### src/rtl/itoa_pkg.sv
// Shared types, constants and the digit-to-ASCII mapping for the integer to ASCII converter.
// Used by itoa_div, integer_to_ascii_radix_core and the testbench; depends on nothing else.
package itoa_pkg;

  localparam int VALUE_WIDTH = 64;
  localparam int MAX_DIGITS  = 64;

  localparam int RADIX_W   = 5;
  localparam int DIGIT_W   = 4;
  localparam int CHAR_W    = 8;
  localparam int CNT_W     = $clog2(MAX_DIGITS + 1);
  localparam int ADDR_W    = $clog2(MAX_DIGITS);
  localparam int BIT_CNT_W = $clog2(VALUE_WIDTH);

  localparam logic CMD_SIGNED_DEC = 1'b0;
  localparam logic CMD_RADIX      = 1'b1;

  localparam logic [RADIX_W-1:0] RADIX_MIN = 5'd2;
  localparam logic [RADIX_W-1:0] RADIX_MAX = 5'd16;
  localparam logic [RADIX_W-1:0] RADIX_DEC = 5'd10;

  localparam logic [CHAR_W-1:0] CHAR_ZERO  = 8'd48;
  localparam logic [CHAR_W-1:0] CHAR_MINUS = 8'd45;
  // 'a' minus ten, so that digit ten maps to 'a'
  localparam logic [CHAR_W-1:0] CHAR_HEX_BASE = 8'd87;

  typedef enum logic [2:0] {
    ST_IDLE,
    ST_DIV,
    ST_SIGN,
    ST_RD,
    ST_OUT
  } state_t;

  typedef struct packed {
    logic load;   // take a new dividend and radix, start a pass
    logic next;   // divide the held quotient again
  } div_ctrl_t;

  typedef struct packed {
    logic busy;
    logic done;     // one-cycle pulse at the end of a pass
    logic quot_nz;  // quotient of the finished pass is nonzero
  } div_stat_t;

  function automatic logic [CHAR_W-1:0] digit_char(input logic [DIGIT_W-1:0] d);
    logic [CHAR_W-1:0] d_ext;
    d_ext = {{(CHAR_W-DIGIT_W){1'b0}}, d};
    if (d < 4'd10) begin
      return CHAR_ZERO + d_ext;
    end else begin
      return CHAR_HEX_BASE + d_ext;
    end
  endfunction

endpackage

### src/rtl/itoa_ram.sv
// Generic single-write, single-read RAM with registered read data.
// Standalone; no package dependency.
module itoa_ram #(
  parameter int WIDTH = 4,
  parameter int DEPTH = 64
) (
  input  logic                     clk,
  input  logic                     we,
  input  logic [$clog2(DEPTH)-1:0] waddr,
  input  logic [WIDTH-1:0]         wdata,
  input  logic                     re,
  input  logic [$clog2(DEPTH)-1:0] raddr,
  output logic [WIDTH-1:0]         rdata
);

  logic [WIDTH-1:0] mem_r [DEPTH];
  logic [WIDTH-1:0] rdata_r;

  always_ff @(posedge clk) begin
    if (we) begin
      mem_r[waddr] <= wdata;
    end
    if (re) begin
      rdata_r <= mem_r[raddr];
    end
  end

  assign rdata = rdata_r;

endmodule

### src/rtl/itoa_div.sv
// Bit-serial restoring divider: divides the held value by a small radix, one quotient bit per cycle.
// Depends on itoa_pkg for widths and the control/status structs.
module itoa_div
  import itoa_pkg::*;
(
  input  logic                   clk,
  input  logic                   rst_n,
  input  div_ctrl_t              ctrl,
  input  logic [VALUE_WIDTH-1:0] value,
  input  logic [RADIX_W-1:0]     radix,
  output div_stat_t              stat,
  output logic [DIGIT_W-1:0]     rem
);

  logic [VALUE_WIDTH-1:0] work_r, work_nxt;
  logic [DIGIT_W-1:0]     rem_r, rem_nxt;
  logic [RADIX_W-1:0]     radix_r, radix_nxt;
  logic [BIT_CNT_W-1:0]   bit_cnt_r, bit_cnt_nxt;
  logic                   busy_r, busy_nxt;
  logic                   done_r, done_nxt;
  logic                   qnz_r, qnz_nxt;

  logic [RADIX_W-1:0] trial;
  logic [RADIX_W-1:0] trial_sub;
  logic               qbit;

  // Shift the next dividend bit into the partial remainder and try the subtract.
  assign trial     = {rem_r, work_r[VALUE_WIDTH-1]};
  assign qbit      = (trial >= radix_r);
  assign trial_sub = trial - radix_r;

  always_comb begin
    work_nxt    = work_r;
    rem_nxt     = rem_r;
    radix_nxt   = radix_r;
    bit_cnt_nxt = bit_cnt_r;
    busy_nxt    = busy_r;
    done_nxt    = 1'b0;
    qnz_nxt     = qnz_r;
    if (ctrl.load) begin
      work_nxt    = value;
      radix_nxt   = radix;
      rem_nxt     = '0;
      bit_cnt_nxt = '0;
      busy_nxt    = 1'b1;
      qnz_nxt     = 1'b0;
    end else if (ctrl.next) begin
      rem_nxt     = '0;
      bit_cnt_nxt = '0;
      busy_nxt    = 1'b1;
      qnz_nxt     = 1'b0;
    end else if (busy_r) begin
      // Quotient bits fill in from the bottom as the dividend leaves the top.
      work_nxt    = {work_r[VALUE_WIDTH-2:0], qbit};
      rem_nxt     = qbit ? trial_sub[DIGIT_W-1:0] : trial[DIGIT_W-1:0];
      qnz_nxt     = qnz_r | qbit;
      bit_cnt_nxt = bit_cnt_r + BIT_CNT_W'(1);
      if (bit_cnt_r == BIT_CNT_W'(VALUE_WIDTH - 1)) begin
        busy_nxt = 1'b0;
        done_nxt = 1'b1;
      end
    end
  end

  always_ff @(posedge clk) begin
    if (!rst_n) begin
      bit_cnt_r <= '0;
      busy_r    <= 1'b0;
      done_r    <= 1'b0;
      qnz_r     <= 1'b0;
    end else begin
      bit_cnt_r <= bit_cnt_nxt;
      busy_r    <= busy_nxt;
      done_r    <= done_nxt;
      qnz_r     <= qnz_nxt;
    end
  end

  always_ff @(posedge clk) begin
    work_r  <= work_nxt;
    rem_r   <= rem_nxt;
    radix_r <= radix_nxt;
  end

  assign stat.busy    = busy_r;
  assign stat.done    = done_r;
  assign stat.quot_nz = qnz_r;
  assign rem          = rem_r;

endmodule

### src/rtl/integer_to_ascii_radix_core.sv
// Integer to ASCII converter top level: sequencer, digit store and output register.
// Depends on itoa_pkg, itoa_div and itoa_ram.
//
// Input channel (in_valid/in_stall): one transaction carries a command, a
// 64-bit value and a radix. Command 0 prints the value as signed decimal;
// command 1 prints it unsigned in the given radix (clamped to 2..16).
// Output channel (out_valid/out_stall): one ASCII character per transaction,
// most significant first, a leading '-' for negatives, out_last on the final
// character. Zero prints as a single '0'.
// One number is handled at a time; in_stall stays high from acceptance until
// the final character has been loaded into the output register, so the next
// number is accepted while that character still waits to be taken.
// Each digit costs one pass of the bit-serial divider. Emission takes a RAM
// read, then an output load, per digit, with a sign state ahead of them for
// negatives.
// A stalled receiver holds the output register and pauses emission.
// Reset (synchronous, rst_n low) returns the sequencer to idle and drops
// out_valid; the digit RAM needs no clearing since every digit is written
// before it is read.
module integer_to_ascii_radix_core
  import itoa_pkg::*;
(
  input  logic               clk,
  input  logic               rst_n,
  input  logic               in_valid,
  output logic               in_stall,
  input  logic               in_command,
  input  logic [63:0]        in_value,
  input  logic [RADIX_W-1:0] in_radix,
  output logic               out_valid,
  input  logic               out_stall,
  output logic [CHAR_W-1:0]  out_character,
  output logic               out_last
);

  state_t state_r, state_nxt;

  logic [CNT_W-1:0]  cnt_r, cnt_nxt;
  logic [ADDR_W-1:0] idx_r, idx_nxt;
  logic              neg_r, neg_nxt;
  logic              out_valid_r, out_valid_nxt;
  logic [CHAR_W-1:0] out_char_r, out_char_nxt;
  logic              out_last_r, out_last_nxt;

  logic in_accept;
  logic out_free;
  logic more_digits;

  logic [VALUE_WIDTH-1:0] val_in;
  logic                   val_neg;
  logic [VALUE_WIDTH-1:0] magnitude;
  logic [RADIX_W-1:0]     radix_eff;

  div_ctrl_t          div_ctrl;
  div_stat_t          div_stat;
  logic [DIGIT_W-1:0] div_rem;

  logic               ram_we;
  logic [ADDR_W-1:0]  ram_waddr;
  logic               ram_re;
  logic [DIGIT_W-1:0] ram_rdata;

  assign in_stall  = (state_r != ST_IDLE);
  assign in_accept = in_valid && !in_stall;
  assign out_free  = !out_valid_r || !out_stall;

  assign val_in    = in_value[VALUE_WIDTH-1:0];
  assign val_neg   = (in_command == CMD_SIGNED_DEC) && val_in[VALUE_WIDTH-1];
  // The most negative value negates to itself, which read unsigned is the right magnitude.
  assign magnitude = val_neg ? (~val_in + VALUE_WIDTH'(1)) : val_in;

  always_comb begin
    if (in_command == CMD_SIGNED_DEC) begin
      radix_eff = RADIX_DEC;
    end else if (in_radix inside {[RADIX_MIN:RADIX_MAX]}) begin
      radix_eff = in_radix;
    end else if (in_radix < RADIX_MIN) begin
      radix_eff = RADIX_MIN;
    end else begin
      radix_eff = RADIX_MAX;
    end
  end

  // Keep dividing while the quotient is nonzero and the digit store has room.
  assign more_digits = div_stat.quot_nz &&
                       ((cnt_r + CNT_W'(1)) < CNT_W'(MAX_DIGITS));

  // Next state
  always_comb begin
    state_nxt = state_r;
    case (state_r)
      ST_IDLE: begin
        if (in_accept) begin
          state_nxt = ST_DIV;
        end
      end
      ST_DIV: begin
        if (div_stat.done && !more_digits) begin
          state_nxt = neg_r ? ST_SIGN : ST_RD;
        end
      end
      ST_SIGN: begin
        if (out_free) begin
          state_nxt = ST_RD;
        end
      end
      ST_RD: begin
        state_nxt = ST_OUT;
      end
      ST_OUT: begin
        if (out_free) begin
          state_nxt = (idx_r == '0) ? ST_IDLE : ST_RD;
        end
      end
      default: begin
        state_nxt = ST_IDLE;
      end
    endcase
  end

  // Datapath controls
  always_comb begin
    cnt_nxt       = cnt_r;
    idx_nxt       = idx_r;
    neg_nxt       = neg_r;
    out_char_nxt  = out_char_r;
    out_last_nxt  = out_last_r;
    out_valid_nxt = out_stall ? out_valid_r : 1'b0;
    div_ctrl      = '0;
    ram_we        = 1'b0;
    ram_waddr     = cnt_r[ADDR_W-1:0];
    ram_re        = 1'b0;
    case (state_r)
      ST_IDLE: begin
        if (in_accept) begin
          div_ctrl.load = 1'b1;
          neg_nxt       = val_neg;
          cnt_nxt       = '0;
        end
      end
      ST_DIV: begin
        if (div_stat.done) begin
          ram_we  = 1'b1;
          cnt_nxt = cnt_r + CNT_W'(1);
          if (more_digits) begin
            div_ctrl.next = 1'b1;
          end else begin
            idx_nxt = cnt_r[ADDR_W-1:0];
          end
        end
      end
      ST_SIGN: begin
        if (out_free) begin
          out_valid_nxt = 1'b1;
          out_char_nxt  = CHAR_MINUS;
          out_last_nxt  = 1'b0;
        end
      end
      ST_RD: begin
        ram_re = 1'b1;
      end
      ST_OUT: begin
        if (out_free) begin
          out_valid_nxt = 1'b1;
          out_char_nxt  = digit_char(ram_rdata);
          out_last_nxt  = (idx_r == '0);
          if (idx_r != '0) begin
            idx_nxt = idx_r - ADDR_W'(1);
          end
        end
      end
      default: begin
        out_valid_nxt = 1'b0;
      end
    endcase
  end

  always_ff @(posedge clk) begin
    if (!rst_n) begin
      state_r     <= ST_IDLE;
      cnt_r       <= '0;
      neg_r       <= 1'b0;
      out_valid_r <= 1'b0;
    end else begin
      state_r     <= state_nxt;
      cnt_r       <= cnt_nxt;
      neg_r       <= neg_nxt;
      out_valid_r <= out_valid_nxt;
    end
  end

  always_ff @(posedge clk) begin
    idx_r      <= idx_nxt;
    out_char_r <= out_char_nxt;
    out_last_r <= out_last_nxt;
  end

  itoa_div u_div (
    .clk   (clk),
    .rst_n (rst_n),
    .ctrl  (div_ctrl),
    .value (magnitude),
    .radix (radix_eff),
    .stat  (div_stat),
    .rem   (div_rem)
  );

  itoa_ram #(
    .WIDTH (DIGIT_W),
    .DEPTH (MAX_DIGITS)
  ) u_digits (
    .clk   (clk),
    .we    (ram_we),
    .waddr (ram_waddr),
    .wdata (div_rem),
    .re    (ram_re),
    .raddr (idx_r),
    .rdata (ram_rdata)
  );

  assign out_valid     = out_valid_r;
  assign out_character = out_char_r;
  assign out_last      = out_last_r;

  // A division pass only finishes while the sequencer is waiting for it.
  a_done_in_div: assert property (@(posedge clk) disable iff (!rst_n)
    div_stat.done |-> (state_r == ST_DIV))
    else $error("divider finished outside the divide state");

  // A new number is never taken while the divider is still running.
  a_no_accept_busy: assert property (@(posedge clk) disable iff (!rst_n)
    in_accept |-> !div_stat.busy)
    else $error("input accepted while divider busy");

  // The digit count never exceeds the store depth.
  a_cnt_bound: assert property (@(posedge clk) disable iff (!rst_n)
    cnt_r <= CNT_W'(MAX_DIGITS))
    else $error("digit count beyond store depth");

  // The output state is entered only from the RAM read state, the cycle after the read was issued.
  a_out_after_rd: assert property (@(posedge clk) disable iff (!rst_n)
    (state_r == ST_OUT) && ($past(state_r) != ST_OUT) |-> ($past(state_r) == ST_RD))
    else $error("output state entered without a RAM read");

endmodule

### config.mk
export PLATFORM = sky130hd
export DESIGN_NAME = integer_to_ascii_radix_core
export DESIGN_NICKNAME = d
export VERILOG_FILES = /design/src/rtl/itoa_pkg.sv /design/src/rtl/itoa_ram.sv /design/src/rtl/itoa_div.sv /design/src/rtl/integer_to_ascii_radix_core.sv
export SDC_FILE = /design/constraint.sdc
export NUM_CORES = 1
export LEC_CHECK = 0
export ABC_AREA = 1
export BUFFER_PORTS_ARGS = -buffer_cell sky130_fd_sc_hd__buf_2
export CAP_MARGIN = 20
export CORE_MARGIN = 5
export CORE_UTILIZATION = 35
export CTS_CLUSTER_SIZE = 12
export DETAILED_ROUTE_END_ITERATION = 16
export MAX_ROUTING_LAYER = met4
export PLACE_DENSITY_LB_ADDON = 0.2
export SYNTH_ARGS = -nofsm -noshare
export SYNTH_HDL_FRONTEND = slang
export SYNTH_SLANG_ARGS = --single-unit
### constraint.sdc
create_clock -name clk -period 4.1 [get_ports clk]
set_input_delay 0.82 -clock clk [delete_from_list [all_inputs] [get_ports clk]]
set_output_delay 0.82 -clock clk [all_outputs]
set_load 0.1 [all_outputs]
# Word-level counts from Yosys, hierarchy flattened
# Memory sizes are Yosys's and may differ from the RTL's. A register that Yosys moved wholly into a read port is not among the register bits.
# Cells that the tools add are included.
[classes] addsub=7 n_lt_le_gt_ge=6 eq_ne=13 muxes=47 bitwise=5 n_reduce_logical=29
[ops] cell="$mux W64" count=4
[ops] cell="$add A64 B1 Y64 const B" count=1
[ops] cell="$not A64 Y64" count=1
[ops] cell="$mux W6" count=4
[ops] cell="$mux W8" count=3
[ops] cell="$mux W1" count=20
[ops] cell="$pmux W8 S2" count=1
[ops] cell="$pmux W3 S5" count=1
[ops] cell="$mux W7" count=2
[ops] cell="$pmux W7 S2" count=1
[ops] cell="$mux W3" count=4
[ops] cell="$ne A2 B2 Y1 const B" count=6
[ops] cell="$pmux W6 S2" count=1
[ops] cell="$mux W5" count=2
[ops] cell="$add A7 B4 Y8 const A" count=1
[ops] cell="$reduce_bool A2 Y1" count=4
[ops] cell="$add A6 B4 Y7 const A" count=1
[ops] cell="$add A7 B1 Y7 const B" count=1
[ops] cell="$lt A7 B7 Y1 const B" count=1
[ops] cell="$add A6 B1 Y6 const B" count=1
[ops] cell="$eq A3 B2 Y1 const B" count=2
[ops] cell="$eq A6 B6 Y1 const B" count=1
[ops] cell="$logic_not A6 Y1" count=1
[ops] cell="$reduce_and A3 Y1" count=2
[ops] cell="other kinds (27)" count=41
[totals] reg_bits=109 ramBits=256 inputBits=74 out_inout_bits=11 n_memories=1
[memory_table] name="u_digits.mem_r" depth=64 width=4 rd=1 rd_clocked_by_memory_dff=1 write_ports=1 line="itoa_ram.sv:16" rtl="logic [WIDTH-1:0] mem_r [DEPTH];"

# Logic depth before layout (Yosys ltp)
# Gate-level depths: netlist of the first run.
[logic_depth] ltp_word=8 ltp_mapped=12

# Modules after synthesis
# From an unflattened synthesis of the first run, not the netlist that was laid out.
[unflattened] cells_unflattened=2017 area_unflattened_um2=18392.6
[modules_own_cells] mod="itoa_ram" n_inst=1 cells_per_inst=948 area_per_inst_um2=10921.7
[modules_own_cells] mod="integer_to_ascii_radix_core" n_inst=1 cells_per_inst=670 area_per_inst_um2=3756.1
[modules_own_cells] mod="itoa_div" n_inst=1 cells_per_inst=399 area_per_inst_um2=3714.8

# Worst setup path before layout of the first run
# OpenSTA, ideal clock, no wires.
[synth_timing] path_kind="input to register" startpoint="in in_valid" endpoint="reg u_div.work_r[0], enable pin" setup_ps=693 arrival_ps=2386 required_ps=3407 path_slack_ps=1021 path_stages=4 n_path_buf=2 path_cell_list="nand2_2 -> buf_4 -> buf_2 -> nand2_1"
[synth_via] elab_chain_len=5 word_cells_on_any_way=6 classes_between="eq/ne (1); mux (2); reduce/logical (3)"
[synth_lines] item="start: declaration" line="integer_to_ascii_radix_core.sv:25" rtl="input logic in_valid,"
[synth_lines] item="$logic_and A1 B1 Y1 *" line="integer_to_ascii_radix_core.sv:64" rtl="assign in_accept = in_valid && !in_stall;"
[synth_lines] item="$mux W1 *" line="integer_to_ascii_radix_core.sv:135" rtl="if (in_accept) begin"
[synth_lines] item="$mux W1 *" line="integer_to_ascii_radix_core.sv:133" rtl="case (state_r)"
[synth_lines] item="$ne A2 B1 Y1 (no source line) / $reduce_bool A2 Y1 (equally long branches)"
[synth_lines] item="$reduce_and A2 Y1 (no source line) *"
[synth_lines] item="end signal: assignment" line="itoa_div.sv:80" rtl="work_r <= work_nxt;"
[synth_lines] item="end: declaration" line="itoa_div.sv:15" rtl="logic [VALUE_WIDTH-1:0] work_r, work_nxt;"
# Every way passes the cells marked *; elsewhere a longest branch is shown, timed or not.
# A chain may end at the register's enable or synchronous reset.

==> run summary, run 1 <==
In the detailed route, the total length drawn on met2 is 23000 µm. The final total power came out at approximately 12 mW. Routability-driven placement finished with a final weighted congestion of about 0.94. The routed length per placed instance came out at roughly 18 µm. The worst hold margin came out at ~0.49 ns. The predominant post-synthesis flop cell is edfxtp_1.

The remaining antenna violation count is 0. The number of max-cap violations came out at 0. The final clock skew is about 0.030 ns.

The combined global-route utilization of all metal layers is 17.3%. The initial antenna violation count is 0. The total congestion overflow is 0.

Dividing the synthesized area by the synthesized cell count gives a little under 10 µm². The via count of the first global-routing pass came out at about 13000. Power spread over the standard cell area amounts to 601 nW/µm². The number of different library cells in the post-synthesis netlist came out at 50. At the worst endpoint, the required time is 4.54 ns. The worst relative slew slack is between 30% and 40%. The height of the chip is between 200 and 250 µm. The largest individual stage delay along the critical path comes from the cell edfxtp_1. The number of buffers created by CTS is 41. In this design, the stage delay of the slowest critical-path cell is about 0.88 ns. 0 antenna diodes ended up in the layout. CTS saw around 370 sinks. VDD sags by at most ~250 µV.

The H-tree was split into 2 levels. The cell count after synthesis came out at approximately 1800. Entering global routing, the biggest net connects around 130 pins. The post-synthesis to final-layout area growth is 12.4%. The largest fanout on the critical path is 22. The flow ran to the end, and the final reports show no timing, DRC or antenna violations. The count of flip-flops with a built-in enable after synthesis came out at between 300 and 400.

The fraction of layout instances using a drive strength above 1 came out at between 10% and 20%. The slew at the pin closest to its max-slew limit came out at around 1.0 ns. The standard cell core area is approximately 50000 µm². In the layout the commonest cells are nor2_1, nand2_1, edfxtp_1, o21ai_0, nand3_1. The number of setup violations in the final report came out at 0.

The time the worst path needs with I/O delays and setup came out at between 2 and 3 ns. The die footprint is 55200 µm². The most common cell after layout, fill and taps aside is nor2_1. TritonCTS built the clock tree. The remaining routing DRC violations came out at 0. The async set-reset flop share out of synthesis came out at 0%. The number of slew-limit violations in the final report is 0. The first detailed-routing pass ran for 5 iterations.

In this run the clock root is driven by a clkbuf_16. The net count reported at finish is around 2000. The number of nets in the synthesized netlist is 1902.

STA classifies the critical path endpoint as a register. For this configuration, the core starts out at a cell density of a little over a third. Adding up every negative setup slack in the final design gives 0 ns. Traced cell by cell, the critical path runs through inv_1 > nor2_2 > a21boi_0 > nor2_1 > nand2_1 > nand3_1 > nand2_1. The post-cts hold buffer count is 0. The clock network latency to the later pin of the worst-skew pair came out at 0.57 ns. The path type of the worst setup path is reg -> reg. The leakage power came out at 7.20 nW.

The first global-routing pass estimated between 70000 and 80000 µm of wire. For this design the top-level I/O count stands at 85. The register clock-pin slew on the reported worst setup and hold paths is roughly 0.060 ns. Timing would allow up to approximately 360 MHz. The pre-CTS setup slack is between 1 and 1.5 ns. The hold violation count in the final report came to 0. After detailed routing, the wire length on met1 is roughly 21000 µm. The x dimension of the die is 235 µm. The worst min-delay path class is reg -> reg. The fraction of the cycle the final worst path needs is between 60% and 70%. The clock tree buffer depth is 3. Setup repair after global routing left no endpoint under its margin. The routed layout has approximately 13000 vias.

Routed signal wires occupy layers up through met4. Counting both buffers and inverters, the worst setup path holds a total of 1. In this run the cell area of the synthesized design comes to approximately 18000 µm². After detailed routing, the number of vias per cell comes to around 5.

The aggregate routed wire length is 47500 µm. By instance count, the cell type seen most on the critical path is nand2_1. Row generation in the floorplan step produced between 80 and 90 rows.

The register bit total from synthesis is roughly 370. The number of setup buffers added after CTS is 0. The layout has roughly 5000 filler cells. The placed wire-length estimate after detailed placement came out at ~31000 µm. The share of synthesized area occupied by flip-flops and latches came out at between 60% and 70%. The setup slack of the critical path after layout came out at between 1 and 1.5 ns. The worst setup path is launched from a register. The quantity of I/O buffers inserted on ports came out at just over 80. The detailed route wirelength on metal3 is between 2000 and 3000 µm.

The kind of cell with the highest combined delay along the critical path is simple AND/OR/NAND/NOR gates. The count of warnings emitted by yosys is 0. Data arrives at the worst endpoint at between 3 and 4 ns. Gates resized during post-CTS repair numbered 0. The number of design-rule violations left by the first detailed-router iteration came out at between 1000 and 1500.
==> cells by family (layout without fill, tap and decap cells) <==
logic type / Yosys count / count (layout) / share of synthesized area [%]
other: 2 / 2 / 0.0424
buffers and inverters: 181 / 271 / 4.53
flip-flops: 368 / 368 / 60.9
AND/OR/NAND/NOR: 910 / 910 / 22.1
XOR/XNOR: 34 / 34 / 1.68
AO/OA/AOI/OAI: 309 / 309 / 9.81
adder cells (fa/ha/maj): 12 / 12 / 0.890
==> metrics by stage <==
stage | utilization, % | instances | cell area [µm²]
floorplan | - | 1816 | 17700
global placement | 37.3 | 2508 | 18700
detailed placement | 37.3 | 2508 | 18700
CTS | 39.7 | 2578 | 19900
global route | 39.7 | 2578 | 19900
finish | 39.7 | 2578 | 19900
==> where the power goes <==
part           switching (mW)  total, mW  internal (mW)
Sequential              0.204       5.22           5.01
Clock                    1.49       3.40           1.91
Combinational            2.46       3.35          0.893
Total                    4.15       12.0           7.81
==> Yosys cell counts (14+ instances only) <==
library cell / n / area [µm²]
edfxtp_1: 343 / 10300
buf_2: 29 / 145
xor2_1: 23 / 201
clkbuf_1: 26 / 97.6
nand3_1: 124 / 621
a21oi_1: 36 / 180
o21ai_0: 176 / 881
nor2_1: 350 / 1310
nand2_1: 346 / 1300
nand2_2: 14 / 87.6
nand4_1: 31 / 194
inv_1: 94 / 353
o22ai_1: 26 / 163
dfxtp_1: 25 / 500
o21ai_1: 19 / 95.1
o211ai_1: 32 / 240
buf_4: 16 / 120
==> registers in the layout, summed over array words and instances (netlist names), 3 cells and up <==
register and cells:
state_r 3, cnt_r 7, u_div.bit_cnt_r 6, out_character 7, u_div.rem 4, u_div.work_r 64, idx_r 6, u_digits.mem_r 256
u_div.radix_r 5, u_digits.rdata 4
==> worst paths after layout <==
kind	start	to	slack (ns)	cells past startpoint
worst min register to register	u_div.bit_cnt_r[1]$_SDFFE_PP0P_	u_div.bit_cnt_r[1]$_SDFFE_PP0P_	0.49	2
worst max register to register	idx_r[2]$_DFFE_PP_	u_digits.rdata[0]$_DFFE_PP_	1.34	7
worst max-delay path	idx_r[2]$_DFFE_PP_	u_digits.rdata[0]$_DFFE_PP_	1.34	7
worst min-delay path	u_div.bit_cnt_r[1]$_SDFFE_PP0P_	u_div.bit_cnt_r[1]$_SDFFE_PP0P_	0.49	2
==> tightest hold or removal path, delay by kind of cell, from the launching register on <==
| kind | cells | cell delay [ns] |
|---|---|---|
| flip-flops | 1 | 0.33 |
| AND/OR/NAND/NOR | 1 | 0.07 |
| AO/OA/AOI/OAI | 1 | 0.05 |
==> area by class of cell <==
type	instances	area, µm²	share of cell area [%]
repair buffers	97	546	2.74
multi-input cells	1267	6130	30.7
well taps	672	841	4.22
inverters	104	392	1.97
clock buffers	50	1100	5.53
clock inverters	20	115	0.578
flip-flops and latches	368	10800	54.2
==> per-layer routing <==
metal	track usage, %	up-vias
met1	22.3	6367
met4	5.15	0
met3	2.42	78
li1	-	6401
met5	-	-
met2	28.7	411
Power figures use the tool's default switching activity.
==> inputs of run 2 (changes only) <==
--- a/config.mk
+++ b/config.mk
@@ -5,7 +5,7 @@
 export SDC_FILE = /design/constraint.sdc
 export NUM_CORES = 1
 export LEC_CHECK = 0
-export ABC_AREA = 1
+export ABC_AREA = 0
 export BUFFER_PORTS_ARGS = -buffer_cell sky130_fd_sc_hd__buf_2
 export CAP_MARGIN = 20
 export CORE_MARGIN = 5
==> constraint.sdc (replaced) <==
create_clock -name clk -period 2.3 [get_ports clk]
set_input_delay 0.46 -clock clk [delete_from_list [all_inputs] [get_ports clk]]
set_output_delay 0.46 -clock clk [all_outputs]
set_load 0.1 [all_outputs]
==> run 2 against run 1 <==
  * Largest power group unchanged
  * Combinational power is 68% lower
  * Hold slack worse by 0.26 ns
  * Final area is 3.2% higher
  * Count of clock-buffer cells in the layout is 2 higher
  * Critical path depth stayed put
  * Register-to-register slack worse by 1.3 ns
  * Die area is 6.4% lower
  * Maximum frequency is 22% higher
  * Sequential power is 49% higher
==> run summary, run 2 <==
The flow ran to the end, and the final reports show no timing, DRC or antenna violations. The via-per-instance ratio came out at a little over 5. On the final layout, the worst hold slack is 0.232 ns. The pre-CTS setup slack is -0.588 ns. The number of diodes is 0. The share of total power dissipated in the clock network is roughly 42%.

The flip-flop count of the largest register after layout is around 260. The number of nets in the synthesized netlist is around 1300. The area of combinational cells with multiple inputs came out at roughly 5600 µm². The number of search-and-repair iterations in the first detailed-routing pass came out at 7.

In this run the tool buffered the top-level ports with 83 buffer cells. The post-synthesis to final-layout area growth came out at 24.3%. After layout, the minimum clock period comes to approximately 2.3 ns. The critical path data required time came out at 2.59 ns. The number of design-rule violations left by the first detailed-router iteration came out at slightly above 700. Pin placement for this block handled between 80 and 90 I/O pins. For this design the total switching power over the nets is between 3 and 4 mW.

After synthesis, the cell types taking the most area are edfxtp_1, mux4_2, dfxtp_1, nand2_1, nor2_1. The count of warnings emitted by yosys is 0. The worst path arrival time came out at about 2.6 ns. The layout filler cell count came out at ~4300. The routed length per placed instance came out at between 15 and 20 µm. After synthesis, the share of flip-flops with an asynchronous set or reset is 0%. The count of flip-flops with a built-in enable after synthesis came out at roughly 340.

The library cell used most frequently in the layout, excluding fill and tap cells, is edfxtp_1. Among the stages of the critical path, the cell type that occurs most often is buf_12. The worst relative slew slack came out at 40.3%. The final clock skew came out at 0.0258 ns. The largest single stage delay on the critical path is about 0.5 ns. The wire length of the first global-routing pass is between 60000 and 70000 µm. The internal power came out at 11.9 mW. The element type at the critical path start is a register. From bottom edge to top edge, the die measures ~230 µm. The initial antenna violation count came out at 0. The number of max-cap violations is 0.

Global routing consumed, over all layers together, 16.2% of the routing resources. The die footprint is between 50000 and 60000 µm². TritonCTS built the clock tree. The weighted congestion reported at the end of routability-driven placement came out at 0.825. The sum of buffers and inverters on the critical path is 3. Yosys instantiated no cell more often than edfxtp_1.

The placed wire-length estimate after detailed placement came out at between 20000 and 30000 µm. The final route contains around 11000 vias. The top cell type by area accounts for roughly 62% of the synthesized area. The x dimension of the die is around 230 µm. The clock network latency to the later pin of the worst-skew pair came out at roughly 0.56 ns. The total congestion overflow came out at 0. The kind of cell adding the most delay to the critical path is multiplexers. The capturing element type of the critical path is a register. The average instance area after synthesis came out at about 14 µm². IR analysis of the VDD net gives a maximum drop of around 430 µV.

The via count of the first global-routing pass came to about 11000. The synthesized netlist contains 65 unique library cells. The most used flip-flop cell after synthesis is edfxtp_1. The remaining routing DRC violations is 0. The setup path with the least slack is of type reg -> reg. Setup repair after global routing could not meet its margin everywhere. The ratio of total power to cell area is about 750 nW/µm². By count the netlist is led by edfxtp_1, nand2_1, nor2_1. Counting along the longest clock path gives a buffer depth of 3. The clock net in this run drives a total of between 300 and 400 sinks. The path class of the tightest hold or removal check is in -> reg.

The hold violation count in the final report came out at 0. The share of power burned in combinational logic came out at just under 7%. The leakage power came out at a little over 7 nW.

The register clock-pin slew on the reported worst setup and hold paths is about 0.060 ns. The fraction of the cycle the final worst path needs is 98.4%. In this run, flip-flops and latches consume about half of the power.

The fraction of layout instances using a drive strength above 1 came out at 29.2%. Setup violations remaining at the end of the flow were counted as 0. The post-cts hold buffer count came out at 0. The largest registers in the layout are u_digits.mem_r (256), u_div.work_r (64). The starting density of the core came out at 35.5%. The setup slack of the critical path after layout came out at 0.0370 ns.

The pin count of the biggest net entering global routing came out at approximately 70. The share of the Yosys chip area taken by registers is 65.3%. The routed design has between 40000 and 50000 µm of wire. The total area of sequential cells is around 11000 µm². Of all cell types, the one taking the most synthesized area is edfxtp_1.

The number of slew-limit violations in the final report is 0. The core region is approximately 47000 µm². Along the worst path, the maximum fanout reaches 8. In this run the remaining antenna-violating nets after routing total 0. At the end of the flow, the number of nets in the layout was about 1600. The maximum clock rate is about 440 MHz. The fraction of power spent switching nets is between 20 and 25%. The number of standard cells after synthesis is around 1200. The top cell types in the final layout, fill and taps aside, are edfxtp_1, buf_4, nand2_1, nor2_1, o21ai_0. The number of buffers created by CTS is 41. The setup TNS is 0 ns. The largest individual stage delay along the critical path comes from the cell mux4_2. The number of core rows came out at a little under 80. Traced cell by cell, the critical path runs through buf_6 > buf_12 > buf_12 > mux4_2 > mux2_2 > a31oi_1 > a21oi_1. After synthesis the netlist holds a flip-flop and latch count of around 370. The slew at the pin closest to its max-slew limit is about 0.9 ns. The root buffer cell chosen for the clock tree is clkbuf_16. The netlist area before placement came out at approximately 17000 µm². The depth of the CTS H-tree is 2. Counting flops per register, the top entry is u_digits.mem_r.
## run 2: cell count changes in the layout (fill, tap and decap cells not counted), sizes merged, moves of 27 or more
cell    before  now
nand3      127   19
nand2      365  130
xnor2       11   42
nor2       368  129
inv        102   21
o21ai      200   96
buf         97  266
mux4         0   57
o211ai      32    5
## run 2: worst reg2reg max path, stage by stage, from the launching register on
cell and delay (ns):
edfxtp_1 0.37, buf_6 0.15, buf_12 0.17, buf_12 0.15, mux4_2 0.50, mux2_2 0.31
a31oi_1 0.23, a21oi_1 0.12
## run 2: area by class of cell
class	count	area share, %
timing repair buffer	268	9.82
tap	607	3.69
inverter	20	0.365
multi-input combinational	767	27.1
clock buffer	52	5.39
sequential	368	52.6
clock inverter	17	1.05
## run 2: what timing repair did
item                                    in CTS  in global routing
pin swaps                                    2                 11
cloned                                       1                  2
endpoints found under the hold margin        0                  0
gates resized for setup                     14                 36
setup buffers                                2                  8
endpoints found under the setup margin       4                 81
## run 2: path summary, 6_finish.rpt
check	from	to	slack [ns]	cells after the start
setup / recovery	idx_r[0]$_DFFE_PP_	u_digits.rdata[2]$_DFFE_PP_	0.04	7
hold / removal	in_command	u_div.radix_r[3]$_SDFFCE_PN1P_	0.23	2
setup reg to reg	idx_r[0]$_DFFE_PP_	u_digits.rdata[2]$_DFFE_PP_	0.04	7
hold reg to reg	neg_r$_SDFFE_PN0P_	neg_r$_SDFFE_PN0P_	0.48	2
## run 2: per-layer routing
| metal | share of wire, % | wire (µm) | vias to the layer above | track usage [%] |
|---|---|---|---|---|
| li1 | - | - | 5132 | - |
| met1 | 45 | 18700 | 5371 | 21.4 |
| met2 | 49 | 20400 | 232 | 26.3 |
| met3 | 3.8 | 1580 | 61 | 2.32 |
| met4 | 2.2 | 930 | 0 | 5.02 |
| met5 | 0 | 0 | - | - |
## run 2: cells by family after synthesis
group | count (synthesis) | share of synthesized area, %
AO/OA/AOI/OAI | 225 | 8.32
other | 2 | 0.0454
multiplexers | 78 | 9.05
buffers and inverters | 90 | 2.15
XOR/XNOR | 73 | 3.87
adder cells (fa/ha/maj) | 12 | 0.953
flip-flops | 368 | 65.3
AND/OR/NAND/NOR | 377 | 10.3
## run 2: power groups by stage
stage | clock (mW) | sequential [mW] | combinational (mW)
6_report | 6.50 | 7.76 | 1.06
5_1_grt | 6.95 | 7.77 | 1.19
4_1_cts | 6.68 | 7.76 | 1.09
3_5_place_dp | 0 | 7.90 | 1.09
3_3_place_gp | 0 | 7.90 | 1.07
2_1_floorplan | 0 | 7.99 | 0.477
## run 2: through the flow
| stage | total power [mW] | util (%) | instances | instance area [µm²] |
|---|---|---|---|---|
| 2_1_floorplan | 8.46 | - | 1225 | 16600 |
| 3_3_place_gp | 8.96 | 40.5 | 2017 | 18900 |
| 3_5_place_dp | 8.99 | 40.6 | 2019 | 18900 |
| 4_1_cts | 15.5 | 43.7 | 2091 | 20400 |
| 5_1_grt | 15.9 | 44.1 | 2099 | 20600 |
| 6_report | 15.3 | 44.1 | 2099 | 20600 |
